File: config.mk
export PLATFORM = sky130hd
export DESIGN_NAME = gyro_swipe_gesture_classifier_core_flat
export DESIGN_NICKNAME = d
export VERILOG_FILES = /design/src/rtl/core/gsgc_pkg.sv /design/src/rtl/core/gsgc_if.sv /design/src/rtl/core/gsgc_vote.sv /design/src/rtl/core/gyro_swipe_gesture_classifier_core.sv /design/src/flat_wrapper.sv
export SDC_FILE = /design/constraint.sdc
export NUM_CORES = 1
export LEC_CHECK = 0
export BUFFER_PORTS_ARGS = -buffer_cell sky130_fd_sc_hd__buf_2
export CAP_MARGIN = 20
export CORE_UTILIZATION = 30
export CTS_CLUSTER_DIAMETER = 120
export CTS_CLUSTER_SIZE = 20
export DETAILED_ROUTE_END_ITERATION = 12
export PLACE_DENSITY_LB_ADDON = 0.15
export SKIP_LAST_GASP = 1
export SLEW_MARGIN = 10
export SYNTH_ARGS = -nofsm -noshare
export SYNTH_HDL_FRONTEND = slang
export SYNTH_SLANG_ARGS = --single-unit
File: constraint.sdc
create_clock -name clk -period 7.9 [get_ports clk]
set_input_delay 0.395 -clock clk [delete_from_list [all_inputs] [get_ports clk]]
set_output_delay 0.395 -clock clk [all_outputs]
set_load 0.03 [all_outputs]
File: src/rtl/core/gsgc_pkg.sv
// Shared widths, codes and types for the gyro swipe gesture classifier.
package gsgc_pkg;

	localparam int unsigned RateW   = 16;
	localparam int unsigned DeltaW  = RateW + 1;
	localparam int unsigned VoteW   = 6;
	localparam int unsigned DirW    = 3;
	localparam int unsigned ApbAddrW = 3;
	localparam int unsigned ApbDataW = 32;

	localparam logic [VoteW-1:0] VoteMax = '1;

	localparam logic [RateW-1:0] ThresholdReset = 16'd2000;
	localparam logic [VoteW-1:0] VoteLimitReset = 6'd6;

	// register indexes, decoded from paddr[2]
	localparam logic RegThreshold = 1'b0;
	localparam logic RegVoteLimit = 1'b1;

	localparam logic [DirW-1:0] DirNone = 3'd0;
	localparam logic [DirW-1:0] DirXPos = 3'd1;
	localparam logic [DirW-1:0] DirXNeg = 3'd2;
	localparam logic [DirW-1:0] DirYPos = 3'd3;
	localparam logic [DirW-1:0] DirYNeg = 3'd4;

	typedef struct packed {
		logic cast;    // a vote is cast this step
		logic axis_y;  // vote goes to Y, else X
		logic neg;     // winning change is negative
	} vote_req_t;

	typedef struct packed {
		logic            emit;
		logic [DirW-1:0] direction;
	} decision_t;

endpackage

File: src/rtl/core/gsgc_if.sv
// Valid/ready channel interfaces for samples and direction results.
interface gsgc_sample_if;
	import gsgc_pkg::*;
	logic                    valid;
	logic                    ready;
	logic signed [RateW-1:0] x_rate;
	logic signed [RateW-1:0] y_rate;
	modport source (output valid, output x_rate, output y_rate, input ready);
	modport sink (input valid, input x_rate, input y_rate, output ready);
endinterface

interface gsgc_dir_if;
	import gsgc_pkg::*;
	logic            valid;
	logic            ready;
	logic [DirW-1:0] direction;
	modport source (output valid, output direction, input ready);
	modport sink (input valid, input direction, output ready);
endinterface

File: src/rtl/core/gsgc_vote.sv
// Vote counters with saturation and the gesture decision.
module gsgc_vote import gsgc_pkg::*; (
	input  logic             clk,
	input  logic             arst_n,
	input  logic             step,
	input  vote_req_t        req,
	input  logic [VoteW-1:0] vote_limit,
	output decision_t        dec
);

	logic [VoteW-1:0] x_votes_q, y_votes_q;
	logic [VoteW-1:0] x_pos_q, x_neg_q, y_pos_q, y_neg_q;
	logic [VoteW-1:0] x_votes_n, y_votes_n;
	logic [VoteW-1:0] x_pos_n, x_neg_n, y_pos_n, y_neg_n;

	function automatic logic [VoteW-1:0] bump(input logic [VoteW-1:0] c, input logic en);
		bump = (en && c != VoteMax) ? c + 1'b1 : c;
	endfunction

	always_comb begin
		x_votes_n = bump(x_votes_q, req.cast && !req.axis_y);
		y_votes_n = bump(y_votes_q, req.cast && req.axis_y);
		x_pos_n   = bump(x_pos_q, req.cast && !req.axis_y && !req.neg);
		x_neg_n   = bump(x_neg_q, req.cast && !req.axis_y && req.neg);
		y_pos_n   = bump(y_pos_q, req.cast && req.axis_y && !req.neg);
		y_neg_n   = bump(y_neg_q, req.cast && req.axis_y && req.neg);
	end

	// decision on the counts after this step's vote
	always_comb begin
		dec.emit      = (x_votes_n > vote_limit) || (y_votes_n > vote_limit);
		dec.direction = DirNone;
		if (x_votes_n > y_votes_n) begin
			if (x_pos_n > x_neg_n)
				dec.direction = DirXPos;
			else if (x_neg_n > x_pos_n)
				dec.direction = DirXNeg;
		end else if (y_votes_n > x_votes_n) begin
			if (y_pos_n > y_neg_n)
				dec.direction = DirYPos;
			else if (y_neg_n > y_pos_n)
				dec.direction = DirYNeg;
		end
	end

	always_ff @(posedge clk or negedge arst_n) begin
		if (!arst_n) begin
			x_votes_q <= '0;
			y_votes_q <= '0;
			x_pos_q   <= '0;
			x_neg_q   <= '0;
			y_pos_q   <= '0;
			y_neg_q   <= '0;
		end else if (step) begin
			if (dec.emit) begin
				x_votes_q <= '0;
				y_votes_q <= '0;
				x_pos_q   <= '0;
				x_neg_q   <= '0;
				y_pos_q   <= '0;
				y_neg_q   <= '0;
			end else begin
				x_votes_q <= x_votes_n;
				y_votes_q <= y_votes_n;
				x_pos_q   <= x_pos_n;
				x_neg_q   <= x_neg_n;
				y_pos_q   <= y_pos_n;
				y_neg_q   <= y_neg_n;
			end
		end
	end

endmodule

File: src/rtl/core/gyro_swipe_gesture_classifier_core.sv
// Top level of the gyro swipe gesture classifier: sample register, deltas, votes, result.
// A sample is registered on transfer; its direction, if any, is loaded into the result
// register when the sample register advances, which waits while a result is not taken.
// Throughput: one sample per cycle while the result side takes each result.
// Reset (arst_n low, asynchronous): previous samples and vote counts to zero, threshold
// to 2000, vote limit to 6, both channels empty.
module gyro_swipe_gesture_classifier_core import gsgc_pkg::*; (
	input  logic                clk,
	input  logic                arst_n,
	gsgc_sample_if.sink         sample,
	gsgc_dir_if.source          result,
	input  logic                psel,
	input  logic                penable,
	input  logic                pwrite,
	input  logic [ApbAddrW-1:0] paddr,
	input  logic [ApbDataW-1:0] pwdata,
	output logic [ApbDataW-1:0] prdata,
	output logic                pready
);

	logic [RateW-1:0] threshold_q;
	logic [VoteW-1:0] vote_limit_q;

	logic                    s1_valid;
	logic signed [RateW-1:0] x_s1, y_s1;
	logic signed [RateW-1:0] last_x_q, last_y_q;

	logic            out_valid_q;
	logic [DirW-1:0] direction_q;

	logic                     advance;
	logic signed [DeltaW-1:0] dx, dy;
	logic [DeltaW-1:0]        ax, ay;
	logic                     hit;
	vote_req_t                req;
	decision_t                dec;

	// configuration
	assign pready = 1'b1;
	assign prdata = (paddr[2] == RegVoteLimit) ?
		{{(ApbDataW-VoteW){1'b0}}, vote_limit_q} :
		{{(ApbDataW-RateW){1'b0}}, threshold_q};

	always_ff @(posedge clk or negedge arst_n) begin
		if (!arst_n) begin
			threshold_q  <= ThresholdReset;
			vote_limit_q <= VoteLimitReset;
		end else if (psel && penable && pwrite && pready) begin
			if (paddr[2] == RegThreshold)
				threshold_q <= pwdata[RateW-1:0];
			else
				vote_limit_q <= pwdata[VoteW-1:0];
		end
	end

	// sample register
	assign advance      = s1_valid && (!out_valid_q || result.ready);
	assign sample.ready = !s1_valid || advance;

	always_ff @(posedge clk or negedge arst_n) begin
		if (!arst_n)
			s1_valid <= 1'b0;
		else if (sample.ready)
			s1_valid <= sample.valid;
	end

	always_ff @(posedge clk) begin
		if (sample.valid && sample.ready) begin
			x_s1 <= sample.x_rate;
			y_s1 <= sample.y_rate;
		end
	end

	always_ff @(posedge clk or negedge arst_n) begin
		if (!arst_n) begin
			last_x_q <= '0;
			last_y_q <= '0;
		end else if (advance) begin
			last_x_q <= x_s1;
			last_y_q <= y_s1;
		end
	end

	// deltas and vote request
	always_comb begin
		dx  = DeltaW'(x_s1) - DeltaW'(last_x_q);
		dy  = DeltaW'(y_s1) - DeltaW'(last_y_q);
		ax  = dx[DeltaW-1] ? DeltaW'(-dx) : DeltaW'(dx);
		ay  = dy[DeltaW-1] ? DeltaW'(-dy) : DeltaW'(dy);
		hit = (ax >= DeltaW'(threshold_q)) || (ay >= DeltaW'(threshold_q));
		req.cast   = hit && (ax != ay);
		req.axis_y = ay > ax;
		req.neg    = (ay > ax) ? dy[DeltaW-1] : dx[DeltaW-1];
	end

	gsgc_vote u_vote (
		.clk        (clk),
		.arst_n     (arst_n),
		.step       (advance),
		.req        (req),
		.vote_limit (vote_limit_q),
		.dec        (dec)
	);

	// result register
	always_ff @(posedge clk or negedge arst_n) begin
		if (!arst_n)
			out_valid_q <= 1'b0;
		else if (advance)
			out_valid_q <= dec.emit;
		else if (result.ready)
			out_valid_q <= 1'b0;
	end

	always_ff @(posedge clk) begin
		if (advance && dec.emit)
			direction_q <= dec.direction;
	end

	assign result.valid     = out_valid_q;
	assign result.direction = direction_q;

	// checks
	a_dir_code: assert property (@(posedge clk) disable iff (!arst_n)
		out_valid_q |-> (direction_q == DirNone || direction_q == DirXPos ||
			direction_q == DirXNeg || direction_q == DirYPos || direction_q == DirYNeg))
		else $error("direction code out of range");

	a_stall_cause: assert property (@(posedge clk) disable iff (!arst_n)
		!sample.ready |-> (s1_valid && out_valid_q && !result.ready))
		else $error("sample side stalled without a blocked result");

	a_emit_loads: assert property (@(posedge clk) disable iff (!arst_n)
		(advance && dec.emit) |=> out_valid_q)
		else $error("decision lost on its way to the result register");

	a_no_vote_no_emit: assert property (@(posedge clk) disable iff (!arst_n)
		(advance && !dec.emit) |=> !out_valid_q)
		else $error("result presented with no decision");

endmodule
File: src/flat_wrapper.sv
// flat-port wrapper written by rule: the top's interface ports become plain ports
module gyro_swipe_gesture_classifier_core_flat import gsgc_pkg::*;
  (clk, arst_n, psel, penable, pwrite, paddr, pwdata, prdata, pready, sample_valid, sample_x_rate, sample_y_rate, sample_ready, result_valid, result_direction, result_ready);
  gsgc_sample_if sample_i ();
  gsgc_dir_if result_i ();
  input  logic clk;
  input  logic arst_n;
  input  logic psel;
  input  logic penable;
  input  logic pwrite;
  input  logic [ApbAddrW-1:0] paddr;
  input  logic [ApbDataW-1:0] pwdata;
  output logic [ApbDataW-1:0] prdata;
  output logic pready;
  input wire logic [$bits(sample_i.valid)-1:0] sample_valid;
  input wire logic [$bits(sample_i.x_rate)-1:0] sample_x_rate;
  input wire logic [$bits(sample_i.y_rate)-1:0] sample_y_rate;
  output wire logic [$bits(sample_i.ready)-1:0] sample_ready;
  output wire logic [$bits(result_i.valid)-1:0] result_valid;
  output wire logic [$bits(result_i.direction)-1:0] result_direction;
  input wire logic [$bits(result_i.ready)-1:0] result_ready;
  assign sample_i.valid = sample_valid;
  assign sample_i.x_rate = sample_x_rate;
  assign sample_i.y_rate = sample_y_rate;
  assign sample_ready = sample_i.ready;
  assign result_valid = result_i.valid;
  assign result_direction = result_i.direction;
  assign result_i.ready = result_ready;
  gyro_swipe_gesture_classifier_core u_core (.clk(clk), .arst_n(arst_n), .sample(sample_i), .result(result_i), .psel(psel), .penable(penable), .pwrite(pwrite), .paddr(paddr), .pwdata(pwdata), .prdata(prdata), .pready(pready));
endmodule
==> metrics.txt, run 1 <==
# TYPE chip_impl_metric gauge
chip_impl_info{name="outcome",value="completed"} 1
chip_impl_metric{name="routed-via-count",unit=""} 9245
chip_impl_metric{name="die_area",unit="µm²"} 36870
chip_impl_info{name="tritoncts",value="yes"} 1
chip_impl_metric{name="fp.dieW",unit="µm"} 192.0
chip_impl_metric{name="initial_utilization",unit=""} 0.3045
chip_impl_metric{name="dp_hpwl",unit="µm"} 22910
chip_impl_info{name="path_delay_family",value="simple AND/OR/NAND/NOR gates"} 1
chip_impl_metric{name="overflow",unit=""} 0
chip_impl_info{name="crit_path_end_kind",value="flop"} 1
chip_impl_metric{name="antenna_cells_inserted",unit=""} 0
chip_impl_metric{name="coreArea",unit="µm²"} 35570
chip_impl_info{name="r2r-start",value="u_core.y_s1[0]"} 1
chip_impl_info{name="class_of_the_tightest_hold_or_removal_check",value="in2async"} 1
chip_impl_metric{name="drc",unit=""} 0
chip_impl_metric{name="drt_pre_antenna_iters",unit=""} 5
chip_impl_info{name="post_synth_most_frequent_cells",value="nand2_1 (119), ha_1 (117), inv_1 (101), dfrtp_1 (84), nor2_1 (75)"} 1
chip_impl_metric{name="hold_viol_final",unit=""} 0
chip_impl_info{name="max_stage_delay_cell_worst_path",value="or3_1"} 1
chip_impl_metric{name="maxCapViolations",unit=""} 0
chip_impl_metric{name="synth_async_sr_flop_share",unit=""} 0.7244
chip_impl_metric{name="vias_per_cell",unit=""} 5.071
chip_impl_metric{name="fp.dieH",unit="µm"} 192.0
chip_impl_metric{name="synth.ff_latch_count",unit=""} 127
chip_impl_metric{name="cts.path.max_buffers",unit=""} 2
chip_impl_metric{name="detail_route.iter0.violations",unit=""} 517
chip_impl_metric{name="place.port_buffers",unit=""} 76
chip_impl_metric{name="finalClockSkew",unit="ns"} 0.01348
chip_impl_metric{name="antenna_violating_nets_post_route",unit=""} 0
chip_impl_metric{name="slowest_delay",unit="ns"} 0.43
chip_impl_metric{name="setup_viol_count_final",unit=""} 0
chip_impl_metric{name="clock_tree.htree_level_count",unit=""} 4
chip_impl_metric{name="cts.reportedPaths.clkPinSlew",unit="ns"} 0.06
chip_impl_metric{name="power_per_cell_area",unit="nW/µm²"} 449.9
chip_impl_metric{name="totalWireLength",unit="µm"} 30160
chip_impl_info{name="yosys-top-cells-area",value="dfrtp_1 (19%), ha_1 (14%), edfxtp_1 (9.7%)"} 1
chip_impl_metric{name="yosys.area.top_type_share",unit=""} 0.1941
chip_impl_metric{name="syn2layout_area_growth",unit="%"} 18.85
chip_impl_metric{name="syn_avg_cell_area",unit="µm²"} 8.835
chip_impl_metric{name="critPathMaxFanout",unit=""} 10
chip_impl_metric{name="hold_buffers",unit=""} 0
chip_impl_metric{name="nFillCells",unit=""} 3714
chip_impl_metric{name="maximum_number_of_pins_on_one_net_before_global_route_repair",unit=""} 84
chip_impl_metric{name="worst-endpoint-required",unit="ns"} 8.22
chip_impl_metric{name="path_buf_inv",unit=""} 4
chip_impl_metric{name="cts-buffers-inserted",unit=""} 17
chip_impl_metric{name="setup_slack",unit="ns"} 0.4366
chip_impl_metric{name="post-place-ws",unit="ns"} 0.06598
chip_impl_metric{name="synthesis.area",unit="µm²"} 10830
chip_impl_metric{name="finalNetCount",unit=""} 1542
chip_impl_metric{name="tightestPinTransition",unit="ns"} 0.9528
chip_impl_metric{name="numClockSinks",unit=""} 127
chip_impl_info{name="synth_most_common_cell",value="nand2_1"} 1
chip_impl_metric{name="regArea",unit="µm²"} 3363
chip_impl_info{name="clockRootBuffer",value="clkbuf_16"} 1
chip_impl_metric{name="yosys.cell_types.count",unit=""} 99
chip_impl_metric{name="fmaxAchievable",unit="MHz"} 134.0
chip_impl_metric{name="antenna_found_initial",unit=""} 0
chip_impl_metric{name="final.period_utilization",unit=""} 0.9447
chip_impl_metric{name="clock_latency",unit="ns"} 0.44
chip_impl_metric{name="boundaryPins",unit=""} 112
chip_impl_metric{name="combined_area_of_the_multi_input_logic_cells",unit="µm²"} 7101
chip_impl_info{name="r2r_end",value="u_core.u_vote.x_neg_q[2]"} 1
chip_impl_metric{name="setup-tns-final",unit="ns"} 0
chip_impl_metric{name="synth_enable_flop_cells",unit=""} 35
chip_impl_metric{name="wl_per_cell",unit="µm"} 16.54
chip_impl_metric{name="finish.utilization",unit=""} 0.3619
chip_impl_metric{name="grt_pass1_vias",unit=""} 8959
chip_impl_metric{name="synthesis.instances",unit=""} 1226
chip_impl_metric{name="sequential_element_share_of_the_synthesized_area",unit=""} 0.3105
chip_impl_info{name="worstSetupPathType",value="reg2reg"} 1
chip_impl_metric{name="grt_pass1_wl",unit="µm"} 48360
chip_impl_metric{name="p_leak",unit="nW"} 5.814
chip_impl_metric{name="ys.warnings.count",unit=""} 0
chip_impl_metric{name="holdWs",unit="ns"} 0.002245
chip_impl_metric{name="layout_min_cycle_time",unit="ns"} 7.463
chip_impl_info{name="netlist.top_cell.by_area",value="dfrtp_1"} 1
chip_impl_metric{name="ir_worst_vdd",unit="V"} 0.0002586
chip_impl_metric{name="placement_rows",unit=""} 69
chip_impl_metric{name="routability_congestion_estimate_from_global_placement",unit=""} 0.8528
chip_impl_metric{name="worst_slew_margin_rel",unit=""} 0.3614
chip_impl_info{name="ys.flop_type",value="dfrtp_1"} 1
chip_impl_info{name="critical_path.startpoint_type",value="flop"} 1
chip_impl_metric{name="setup_slack_of_the_worst_register_to_register_path",unit="ns"} 0.44
chip_impl_metric{name="drive_above_1_share",unit=""} 0.2070
chip_impl_metric{name="crit_arrival",unit="ns"} 7.79
chip_impl_metric{name="drv_slew",unit=""} 0
chip_impl_metric{name="grt.total_usage",unit=""} 0.1696
chip_impl_metric{name="rr_worst_depth",unit=""} 33
[worst reg2reg max path: cells and delay by family (launching register included)]
| kind | cells | cell delay, ns |
|---|---|---|
| flops | 1 | 0.38 |
| xor+xnor | 2 | 0.59 |
| fa+ha+maj | 4 | 1.26 |
| simple gates | 13 | 2.38 |
| mux | 1 | 0.26 |
| buf+inv | 4 | 0.49 |
| compound gates | 9 | 2.00 |
[cell type report]
cell class	instances	area share
clock inverter	14	0.01108
timing repair buffer	141	0.06852
clock buffer	18	0.03334
sequential	127	0.2613
inverter	101	0.02945
multi-input combinational	961	0.5516
tap	461	0.04481
[per-stage QoR]
step	power (mW)	std cells	cell area, µm²
2_1_floorplan	3.529	1241	10890
3_3_place_gp	4.744	1780	11960
3_5_place_dp	4.779	1780	11960
4_1_cts	5.621	1812	12540
5_1_grt	6.330	1823	12870
6_report	5.792	1823	12870
[placed cells by master, fill, tap and decap left out, drive strengths merged, types with 27 or more instances in the layout]
| master | instances |
|---|---|
| edfxtp | 35 |
| xor2 | 27 |
| buf | 141 |
| ha | 117 |
| xnor2 | 39 |
| nor2 | 77 |
| nor3 | 32 |
| mux2 | 27 |
| a21oi | 57 |
| dfrtp | 84 |
| nand2 | 121 |
| o21ai | 77 |
| nand3 | 44 |
| inv | 103 |
[worst max-delay path by stage]
stage,from,end,cells past startpoint
5_1_grt,u_core.last_x_q[0],u_core.u_vote.x_neg_q[2],36
2_1_floorplan,u_core.last_x_q[0],u_core.u_vote.x_votes_q[5],33
3_5_place_dp,u_core.last_x_q[0],u_core.u_vote.x_neg_q[0],34
6_report,u_core.y_s1[0],u_core.u_vote.x_neg_q[2],33
3_3_place_gp,u_core.last_x_q[0],u_core.u_vote.x_neg_q[0],34
4_1_cts,u_core.last_x_q[0],u_core.u_vote.y_neg_q[4],34
[timing repair]
item | CTS | global route
setup endpoints to repair | 0 | 43
gates resized for setup | 0 | 54
setup buffers | 0 | 10
[cell families after synthesis]
logic type,synth area share
and+or+nand+nor,0.1971
AOI/OAI and AO/OA,0.1937
buffers and inverters,0.06249
DFF,0.3105
adders and majority gates,0.1388
xor gates and xnor gates,0.05475
muxes,0.04193
other,0.0006933
[sequential cells by signal, indices dropped and copies added, names as in the netlist]
name,count
u_core.y_s1,16
u_core.x_s1,16
u_core.threshold_q,16
u_core.u_vote.x_votes_q,6
u_core.u_vote.x_neg_q,6
u_core.u_vote.x_pos_q,6
u_core.result.direction,3
u_core.s1_valid,1
u_core.result.valid,1
u_core.u_vote.y_votes_q,6
u_core.last_y_q,16
u_core.last_x_q,16
u_core.u_vote.y_pos_q,6
u_core.vote_limit_q,6
u_core.u_vote.y_neg_q,6
[layer usage]
layer  track usage  wire (µm)
met1        0.2261      14660
met2        0.2803      14160
met3       0.03070        860
met4       0.04391        470
met5             0          0
[report_power, final]
| part | switching (mW) | internal (mW) | total (mW) |
|---|---|---|---|
| Combinational | 2.34 | 1.72 | 4.06 |
| Clock | 0.334 | 0.463 | 0.797 |
| Sequential | 0.101 | 0.832 | 0.933 |
Power figures use the tool's default switching activity.
==> run 2, diff against run 1 <==
--- a/config.mk
+++ b/config.mk
@@ -7,8 +7,7 @@
 export LEC_CHECK = 0
 export BUFFER_PORTS_ARGS = -buffer_cell sky130_fd_sc_hd__buf_2
 export CAP_MARGIN = 20
-export CORE_UTILIZATION = 30
-export CTS_CLUSTER_DIAMETER = 120
+export CORE_UTILIZATION = 45
 export CTS_CLUSTER_SIZE = 20
 export DETAILED_ROUTE_END_ITERATION = 12
 export PLACE_DENSITY_LB_ADDON = 0.15
==> run 2 against run 1 <==
  * Clock power is 3.5% lower
  * Combinational power is 4% lower
  * Register-to-register slack worse by 0.07 ns
  * First-iteration DRC count is 8.9% higher
  * Setup slack worse by 0.070 ns
==> metrics.txt, run 2 (synthesized netlist as in run 1, its figures left out) <==
# TYPE chip_impl_metric gauge
chip_impl_metric{name="dpl_cell_area",unit="µm²"} 11670
chip_impl_metric{name="critPathMaxFanout",unit=""} 7
chip_impl_metric{name="boundaryPins",unit=""} 112
chip_impl_info{name="worstSetupPathType",value="reg2reg"} 1
chip_impl_metric{name="setup-tns-final",unit="ns"} 0
chip_impl_metric{name="syn2layout_area_growth",unit="%"} 15.36
chip_impl_metric{name="totalWireLength",unit="µm"} 27040
chip_impl_metric{name="worst_slew_margin_rel",unit=""} 0.3743
chip_impl_metric{name="wl_per_cell",unit="µm"} 16.27
chip_impl_info{name="r2r-start",value="u_core.last_x_q[0]"} 1
chip_impl_info{name="crit_path_end_kind",value="flop"} 1
chip_impl_info{name="r2r_end",value="u_core.u_vote.x_pos_q[5]"} 1
chip_impl_metric{name="drv_slew",unit=""} 0
chip_impl_metric{name="drc",unit=""} 0
chip_impl_metric{name="regArea",unit="µm²"} 3363
chip_impl_metric{name="drive_above_1_share",unit=""} 0.1891
chip_impl_metric{name="dp_hpwl",unit="µm"} 20460
chip_impl_metric{name="grt.total_usage",unit=""} 0.2280
chip_impl_metric{name="tightestPinTransition",unit="ns"} 0.9337
chip_impl_metric{name="layout_min_cycle_time",unit="ns"} 7.533
chip_impl_metric{name="finalNetCount",unit=""} 1523
chip_impl_metric{name="fp.dieH",unit="µm"} 157.1
chip_impl_info{name="cp_common_cell",value="buf_4"} 1
chip_impl_metric{name="slowest_delay",unit="ns"} 0.40
chip_impl_metric{name="totalPowerFinal",unit="mW"} 5.580
chip_impl_metric{name="antenna_violating_nets_post_route",unit=""} 0
chip_impl_metric{name="p_leak",unit="nW"} 5.684
chip_impl_metric{name="cts.reportedPaths.clkPinSlew",unit="ns"} 0.06
chip_impl_metric{name="placement_rows",unit=""} 56
chip_impl_metric{name="final_cell_area",unit="µm²"} 12500
chip_impl_metric{name="ir_worst_vdd",unit="V"} 0.0002705
chip_impl_metric{name="place.port_buffers",unit=""} 76
chip_impl_metric{name="routability_congestion_estimate_from_global_placement",unit=""} 0.9195
chip_impl_metric{name="grt_pass1_vias",unit=""} 8867
chip_impl_metric{name="setup_slack_of_the_worst_register_to_register_path",unit="ns"} 0.37
chip_impl_metric{name="finish.utilization",unit=""} 0.5308
chip_impl_metric{name="maximum_number_of_pins_on_one_net_before_global_route_repair",unit=""} 84
chip_impl_info{name="final_cell_mix",value="nand2_1 (119), ha_1 (117), inv_1 (100), dfrtp_1 (84), buf_2 (75)"} 1
chip_impl_metric{name="coreArea",unit="µm²"} 23540
chip_impl_metric{name="final.period_utilization",unit=""} 0.9536
chip_impl_metric{name="post-place-cells",unit=""} 1622
chip_impl_info{name="critical_path.startpoint_type",value="flop"} 1
chip_impl_metric{name="grt_pass1_wl",unit="µm"} 44120
chip_impl_info{name="tritoncts",value="yes"} 1
chip_impl_metric{name="stdcell_count",unit=""} 1662
chip_impl_metric{name="clock_latency",unit="ns"} 0.43
chip_impl_info{name="class_of_the_tightest_hold_or_removal_check",value="in2reg"} 1
chip_impl_info{name="outcome",value="completed"} 1
chip_impl_metric{name="combined_area_of_the_multi_input_logic_cells",unit="µm²"} 7054
chip_impl_metric{name="setup_viol_count_final",unit=""} 0
chip_impl_metric{name="fmaxAchievable",unit="MHz"} 132.7
chip_impl_metric{name="die_area",unit="µm²"} 24690
chip_impl_metric{name="finalClockSkew",unit="ns"} 0.01059
chip_impl_metric{name="detail_route.iter0.violations",unit=""} 563
chip_impl_metric{name="holdWs",unit="ns"} 0.1375
chip_impl_info{name="clockRootBuffer",value="clkbuf_16"} 1
chip_impl_metric{name="drt_pre_antenna_iters",unit=""} 5
chip_impl_metric{name="overflow",unit=""} 0
chip_impl_metric{name="clock_tree.htree_level_count",unit=""} 4
chip_impl_metric{name="fp.dieW",unit="µm"} 157.1
chip_impl_metric{name="nFillCells",unit=""} 2224
chip_impl_info{name="timing.critical_path.to",value="u_core.u_vote.x_pos_q[5]"} 1
chip_impl_info{name="worstSetupStartpoint",value="u_core.last_x_q[0]"} 1
chip_impl_metric{name="cts.path.max_buffers",unit=""} 2
chip_impl_metric{name="antenna_cells_inserted",unit=""} 0
chip_impl_metric{name="maxCapViolations",unit=""} 0
chip_impl_metric{name="antenna_found_initial",unit=""} 0
chip_impl_metric{name="crit_arrival",unit="ns"} 7.84
chip_impl_metric{name="hold_viol_final",unit=""} 0
chip_impl_metric{name="post-place-ws",unit="ns"} -0.02458
chip_impl_info{name="max_stage_delay_cell_worst_path",value="dfrtp_1"} 1
chip_impl_metric{name="rr_worst_depth",unit=""} 34
chip_impl_info{name="final_common_cell",value="nand2_1"} 1
chip_impl_metric{name="initial_utilization",unit=""} 0.4601
chip_impl_metric{name="setup_slack",unit="ns"} 0.3666
chip_impl_metric{name="vias_per_cell",unit=""} 5.579
chip_impl_metric{name="cts-buffers-inserted",unit=""} 17
chip_impl_metric{name="routed-via-count",unit=""} 9272
chip_impl_metric{name="numClockSinks",unit=""} 127
chip_impl_metric{name="worst-endpoint-required",unit="ns"} 8.21
chip_impl_metric{name="power_per_cell_area",unit="nW/µm²"} 446.5
[run 2: changes by cell type in the layout (fill, tap and decap cells not counted), moves of 3 or more]
cell        delta
buf_4         -18
clkinv_2       -3
clkinvlp_4     -3
nand2b_4       -3
clkinv_4       +6
[run 2: what timing repair did]
action | CTS | global route
pin swaps | 0 | 13
setup endpoints to repair | 14 | 43
resized for setup | 2 | 39
buffers inserted | 0 | 6
endpoints found under the hold margin | 26 | 0
hold buffers | 1 | 0
gates cloned | 0 | 1
[run 2: where the power goes]
group	switching, mW	leakage [nW]	internal [mW]	total [mW]
clock network	0.332	0.269	0.438	0.769
registers	0.0987	1.47	0.831	0.930
logic	2.26	3.94	1.62	3.88
total	2.69	5.68	2.89	5.58
[run 2: worst min path at each step]
| stage | from | endpoint | slack, ns | cells past startpoint |
|---|---|---|---|---|
| 2_1_floorplan | arst_n | u_core.last_x_q[0] | 0.1 | 0 |
| 3_3_place_gp | arst_n | u_core.vote_limit_q[3] | 0.38 | 1 |
| 3_5_place_dp | arst_n | u_core.threshold_q[3] | 0.39 | 1 |
| 4_1_cts | sample_x_rate[4] | u_core.x_s1[4] | 0.12 | 1 |
| 5_1_grt | sample_x_rate[7] | u_core.x_s1[7] | 0.11 | 1 |
| 6_report | sample_x_rate[4] | u_core.x_s1[4] | 0.14 | 1 |
[run 2: layout make-up]
| cell class | count | share of cell area |
|---|---|---|
| Clock buffer | 18 | 0.03434 |
| Multi-Input combinational cell | 961 | 0.5645 |
| Clock inverter | 14 | 0.01091 |
| Sequential cell | 127 | 0.2692 |
| Tap cell | 319 | 0.03194 |
| Timing Repair Buffer | 122 | 0.05878 |
| Inverter | 101 | 0.03034 |
[run 2: per-layer routing]
metal  track usage  part of all wire
met4       0.06657             0.024
met3       0.04323             0.038
met1        0.2863              0.45
met2        0.3958              0.49
met5             0                 0
[run 2: critical path: cells and delay by family, from the launching register on]
kind	cells	cell delay (ns)
buffers and inverters	5	0.77
and+or+nand+nor	9	1.60
AOI/OAI and AO/OA	14	2.99
muxes	1	0.24
adders and majority gates	4	1.23
xor gates and xnor gates	1	0.17
DFF	1	0.40
